$ cat src/rtl/pcfa_pkg.sv
`timescale 1ns / 1ps
// ----------------------------------------------------------------------------
// pcfa_pkg: shared types and helpers for the pairwise color force accumulator
// Item opcodes, register indexes, sequencer states, unit control structs and
// Q16.16 saturation helpers.
// ----------------------------------------------------------------------------
package pcfa_pkg;

  localparam int unsigned MaxColors = 16;

  localparam int unsigned CfgIdxW  = 3;
  localparam int unsigned CfgDataW = 31;

  localparam logic [30:0] HalfWidthRst = 31'd65536;
  localparam logic [30:0] RadiusRst    = 31'd6554;
  localparam logic [15:0] RepFracRst   = 16'd19661;
  localparam logic [30:0] FrictionRst  = 31'd65536;
  localparam logic [30:0] InvDtRst     = 31'd3932160;

  typedef enum logic [1:0] {
    OP_LOAD     = 2'd0,
    OP_START    = 2'd1,
    OP_NEIGHBOR = 2'd2,
    OP_FINISH   = 2'd3
  } op_e;

  typedef enum logic [CfgIdxW-1:0] {
    REG_HALF_WIDTH = 3'd0,
    REG_RADIUS     = 3'd1,
    REG_REP_FRAC   = 3'd2,
    REG_FRICTION   = 3'd3,
    REG_INV_DT     = 3'd4
  } cfg_reg_e;

  typedef enum logic [4:0] {
    ST_IDLE,
    ST_VX, ST_FX, ST_AX, ST_FY, ST_AY,
    ST_NDIFF, ST_WRAP1, ST_WRAP2, ST_CHK,
    ST_SQX, ST_SQY, ST_SQS, ST_RR, ST_SQW, ST_SEL,
    ST_DR, ST_DA, ST_DT, ST_DS,
    ST_UXS, ST_UXW, ST_FXN, ST_UYW, ST_FYN
  } state_e;

  // control into / status out of the shared divide / square root unit
  typedef struct packed {
    logic start;
    logic sqrt;
  } unit_req_t;

  typedef struct packed {
    logic busy;
    logic done;
  } unit_stat_t;

  function automatic logic signed [31:0] sat32(input logic signed [49:0] v);
    if (v > 50'sd2147483647) begin
      return 32'sh7fffffff;
    end else if (v < -50'sd2147483648) begin
      return 32'sh80000000;
    end
    return v[31:0];
  endfunction

  function automatic logic signed [49:0] apply_sign(input logic [48:0] m, input logic neg);
    logic signed [49:0] p;
    p = signed'({1'b0, m});
    return neg ? -p : p;
  endfunction

endpackage

$ cat src/rtl/pcfa_iter_unit.sv
`timescale 1ns / 1ps
// ----------------------------------------------------------------------------
// pcfa_iter_unit: shared restoring divider / integer square root
// One subtract-compare per cycle: 48 steps for a divide, 32 for a root.
// ----------------------------------------------------------------------------
module pcfa_iter_unit (
  input  logic                  clk_i,
  input  logic                  rst_ni,
  input  pcfa_pkg::unit_req_t   req_i,
  input  logic [63:0]           src_i,   // radicand, or numerator in [63:16]
  input  logic [31:0]           den_i,
  output pcfa_pkg::unit_stat_t  stat_o,
  output logic [47:0]           res_o
);
  import pcfa_pkg::*;

  logic        busy_q, busy_d, done_q, done_d, sqrt_q, sqrt_d;
  logic [5:0]  cnt_q, cnt_d;
  logic [35:0] rem_q, rem_d;
  logic [63:0] src_q, src_d;
  logic [31:0] den_q, den_d;
  logic [47:0] res_q, res_d;

  logic [35:0] shifted, trial;
  logic [36:0] diff;
  logic        ge;
  logic [5:0]  last;

  always_comb begin
    shifted = sqrt_q ? {rem_q[33:0], src_q[63:62]} : {rem_q[34:0], src_q[63]};
    trial   = sqrt_q ? {2'b00, res_q[31:0], 2'b01} : {4'b0000, den_q};
    diff    = {1'b0, shifted} - {1'b0, trial};
    ge      = ~diff[36];
    last    = sqrt_q ? 6'd31 : 6'd47;

    busy_d = busy_q;
    done_d = 1'b0;
    sqrt_d = sqrt_q;
    cnt_d  = cnt_q;
    rem_d  = rem_q;
    src_d  = src_q;
    den_d  = den_q;
    res_d  = res_q;

    if (req_i.start) begin
      busy_d = 1'b1;
      sqrt_d = req_i.sqrt;
      cnt_d  = '0;
      rem_d  = '0;
      src_d  = src_i;
      den_d  = den_i;
      res_d  = '0;
    end else if (busy_q) begin
      rem_d = ge ? diff[35:0] : shifted;
      res_d = {res_q[46:0], ge};
      src_d = sqrt_q ? {src_q[61:0], 2'b00} : {src_q[62:0], 1'b0};
      cnt_d = cnt_q + 6'd1;
      if (cnt_q == last) begin
        busy_d = 1'b0;
        done_d = 1'b1;
      end
    end
  end

  always_ff @(posedge clk_i or negedge rst_ni) begin
    if (!rst_ni) begin
      busy_q <= 1'b0;
      done_q <= 1'b0;
      cnt_q  <= '0;
    end else begin
      busy_q <= busy_d;
      done_q <= done_d;
      cnt_q  <= cnt_d;
    end
  end

  always_ff @(posedge clk_i) begin
    sqrt_q <= sqrt_d;
    rem_q  <= rem_d;
    src_q  <= src_d;
    den_q  <= den_d;
    res_q  <= res_d;
  end

  assign stat_o.busy = busy_q;
  assign stat_o.done = done_q;
  assign res_o       = res_q;

endmodule

$ cat config.mk
export PLATFORM = sky130hd
export DESIGN_NAME = pcfa_iter_unit
export DESIGN_NICKNAME = d
export VERILOG_FILES = /design/src/rtl/pcfa_pkg.sv /design/src/rtl/pcfa_iter_unit.sv
export SDC_FILE = /design/constraint.sdc
export NUM_CORES = 1
export LEC_CHECK = 0
export BUFFER_PORTS_ARGS = -buffer_cell sky130_fd_sc_hd__buf_2
export CORE_MARGIN = 2
export CORE_UTILIZATION = 47
export CTS_CLUSTER_SIZE = 28
export DETAILED_ROUTE_END_ITERATION = 12
export PLACE_DENSITY_LB_ADDON = 0.1
export SLEW_MARGIN = 10
export SYNTH_ARGS = -nofsm -noshare
export SYNTH_HDL_FRONTEND = slang
export SYNTH_SLANG_ARGS = --single-unit
$ cat constraint.sdc
create_clock -name clk_i -period 5.19 [get_ports clk_i]
set_clock_uncertainty 0.1 [all_clocks]
set_input_delay 1.038 -clock clk_i [delete_from_list [all_inputs] [get_ports clk_i]]
set_output_delay 1.038 -clock clk_i [all_outputs]
set_load 0.01 [all_outputs]
==> key figures <==
Run status
  – Run status: completed

STA
  – WHS: about 0.33 ns
  – Min Tclk post-route: 4.54 ns
  – Worst-Margin Slew: 1.01 ns
  – Final Setup Violations: 0
  – Period utilization: a little under 90%
  – Setup TNS: 0 ns
  – Max Freq: roughly 220 MHz
  – Final hold viol count: 0
  – RSZ-0062 raised after global routing: no
  – Fin. max-slew vios: 0
  – Worst slew margin: around 33%

Logic synthesis
  – Ys async rst share: 4.26%
  – Post-Synthesis Cells: roughly 1000
  – Compound-Gate Fraction of Synth Area: roughly 14%
  – Post-synth cell types: between 60 and 70
  – Area share of the largest cell type after synthesis: between 20% and 30%
  – Area leader, netlist: edfxtp_1
  – Post-Synth Simple-Gate Area: 10.6%
  – Synth Area per Inst: 10.3 um2
  – Most used DFF post-synth: edfxtp_1
  – Largest cells by area after synthesis: edfxtp_1 28%, dfxtp_1 16%, mux2i_1 15%, ha_1 4.3%, o21ai_0 4.2%
  – Most frequent cell after synthesis: mux2i_1
  – Mapped Nets: approximately 1100
  – Post-Synth XOR/XNOR Area: 2.56%
  – Yosys reg bits: roughly 190
  – Mux contribution to synthesized area: roughly a fifth
  – Seq/Total Area, Yosys: roughly 47%
  – EDFF count, synth: 97
  – Adder-Cell Fraction of Synth Area: under 10%
  – Synth warn: 0
  – Post-synth top cells: 155 x mux2i_1, 105 x nand2_1, 97 x edfxtp_1
  – Main combinational cell family by area after synthesis: multiplexers
  – Cell area after synthesis: roughly 10000 um2

Power
  – Switching Fraction: around 37%
  – Net Switching: about 0.0020 W
  – Combinational fraction of design power: 41.8%
  – Clk network pwr share: between 20% and 30%
  – Leak: 5.42 nW
  – P_int: roughly 0.0035 W
  – Maximum VDD drop: about 230 uV
  – Register share of total power: 34.6%
  – PwrDens: 464 nW/um2

Route
  – Vias/cell: between 5 and 6
  – Vias: 7637
  – Routed WL: about 22000 um
  – Wire length per cell: around 15 um
  – Post-DRT Antenna Nets: 0
  – Iter 0 DRT Violations: 360
  – First-pass detailed-route iteration total: 4
  – Drt drc: 0

Clock tree
  – CTS sink cnt: 188
  – PostCTS Resize Cnt: 0
  – Clock-pin slew on the worst setup and hold paths: roughly 0.08 ns
  – CTS Buf Count: 17
  – TritonCTS clock tree: done
  – CTS Buffer Depth: 2
  – Clk_lat worst skew: around 0.43 ns
  – CTS Root Cell: clkbuf_16
  – Number of post-CTS setup repair buffers: 0
  – H-Tree Depth: 4
  – Post-cts hold buffer count: 0

Global routing
  – Vias in the first global route: roughly 7200
  – Initial antenna violation count: 4
  – Total track usage: a little under a fifth
  – GRT overflow: 0
  – First-pass GRT wire length: roughly 35000 um
  – Largest net degree at the start of global routing: between 90 and 100

Floorplanning
  – Rows: 54
  – Initial core utilization: a little under half
  – Die Footprint: around 23000 um2
  – Die Y: 152 um
  – IO Pins: 150
  – Die width: 152 um
  – Core box area: around 22000 um2

Place
  – # placed instances: roughly 1400
  – Routability cong.: roughly 0.8
  – DPL Wire Length: about 15000 um
  – # port buffers: 149

Cells and area
  – Layout cells sized above 1: between 20% and 30%
  – Final std cells w/o fill: approximately 1400
  – FILL cells: 2000
  – Syn-to-layout area delta: 15.0%
  – Nets: 1251

Setup path
  – Worst setup EP type: register
  – CP startpoint kind: register
  – Critical path type: register to register
  – Critical Path RT: 5.38 ns
  – Crit Path Max Fanout: 34
  – R2R Setup Slk: ~0.65 ns
  – CP arrival: between 4 and 5 ns

Run
  – Max Cap Viol: 0

Min path
  – HP Class: input pin to asynchronous set/reset pin
## power groups by stage
stage	registers, W	clock network (W)	logic, W
2_1_floorplan	0.00189	0	0.00186
3_3_place_gp	0.00193	0	0.00226
3_5_place_dp	0.00193	0	0.00228
4_1_cts	0.00190	0.00132	0.00229
5_1_grt	0.00192	0.00138	0.00257
6_report	0.00190	0.00129	0.00229
## placed cells by master, fill, tap and decap left out, types with 5 or more instances in the layout
cell	n
mux2i_1	155
buf_2	148
nand2_1	105
edfxtp_1	97
nor2_1	93
o21ai_0	86
dfxtp_1	83
a21oi_1	35
ha_1	35
mux2_2	32
xnor2_1	18
a211oi_1	17
clkbuf_16	17
inv_1	16
nand3_1	12
xor2_1	12
buf_4	12
nor3_1	11
a21o_1	10
o21a_1	10
o31ai_1	8
a32oi_1	7
dfrtp_1	7
nand4_1	6
and3_1	6
o311ai_0	6
nor2b_1	5
a31oi_1	5
o21bai_1	5
## stage by stage
step | total power (W) | instance area, um2 | setup slack [ns] | util (%)
2_1_floorplan | 0.00375 | 10300 | 0.528 | -
3_3_place_gp | 0.00419 | 11200 | 0.787 | 51.9
3_5_place_dp | 0.00420 | 11200 | 0.657 | 51.9
4_1_cts | 0.00551 | 11800 | 0.637 | 54.6
5_1_grt | 0.00587 | 11800 | 0.375 | 54.6
6_report | 0.00548 | 11800 | 0.648 | 54.6
## path summary, 6_finish.rpt
check / start / to / cells after the start
max: sqrt_q / rem_q[17] / 13
min: rst_ni / cnt_q[5] / 1
max reg2reg: sqrt_q / rem_q[17] / 13
min reg2reg: rem_q[1] / rem_q[1] / 2
max in group asynchronous: rst_ni / busy_q / 1
min in group clk_i: rem_q[1] / rem_q[1] / 2
## cells by family (layout without fill, tap and decap cells)
| logic type | Yosys count | in the layout |
|---|---|---|
| compound gates | 220 | 220 |
| xor+xnor | 30 | 30 |
| fa+ha+maj | 36 | 36 |
| buf+inv | 80 | 211 |
| flops | 188 | 188 |
| mux | 187 | 187 |
| other cells | 0 | 1 |
| simple gates | 256 | 256 |
## critical path: stages, from the launching register on
cell,delay [ns]
edfxtp_1,0.51
buf_12,0.28
mux2_2,0.38
ha_1,0.38
a2111oi_2,0.32
o21a_1,0.16
a21oi_1,0.08
a31o_2,0.32
a2111oi_4,0.35
o31ai_2,0.15
a211oi_4,0.64
buf_4,0.34
mux2i_1,0.26
a211oi_1,0.10
## sequential cells by signal, summed over array words and instances (netlist names)
name,count
src_q,64
res_o,48
busy_q,1
sqrt_q,1
done_q,1
den_q,32
rem_q,35
cnt_q,6
## metal layers
| layer | vias to the layer above | GRT usage [%] | wire (um) |
|---|---|---|---|
| met5 | - | 0 | 34 |
| met4 | 6 | 3.61 | 159 |
| met3 | 18 | 4.97 | 1010 |
| met2 | 140 | 31.2 | 10300 |
| met1 | 3581 | 25.1 | 10100 |
| li1 | 3892 | - | - |
## final cells by class
cell class / instances / area, um2 / share of cell area, %
sequential: 188 / 4780 / 40.5
multi-input combinational: 729 / 5160 / 43.8
antenna: 1 / 2.50 / 0.0212
tap: 280 / 350 / 2.97
clock buffer: 18 / 429 / 3.64
inverter: 17 / 63.8 / 0.541
timing repair buffer: 162 / 862 / 7.31
clock inverter: 14 / 150 / 1.27
(Power assumes the default switching activity.)
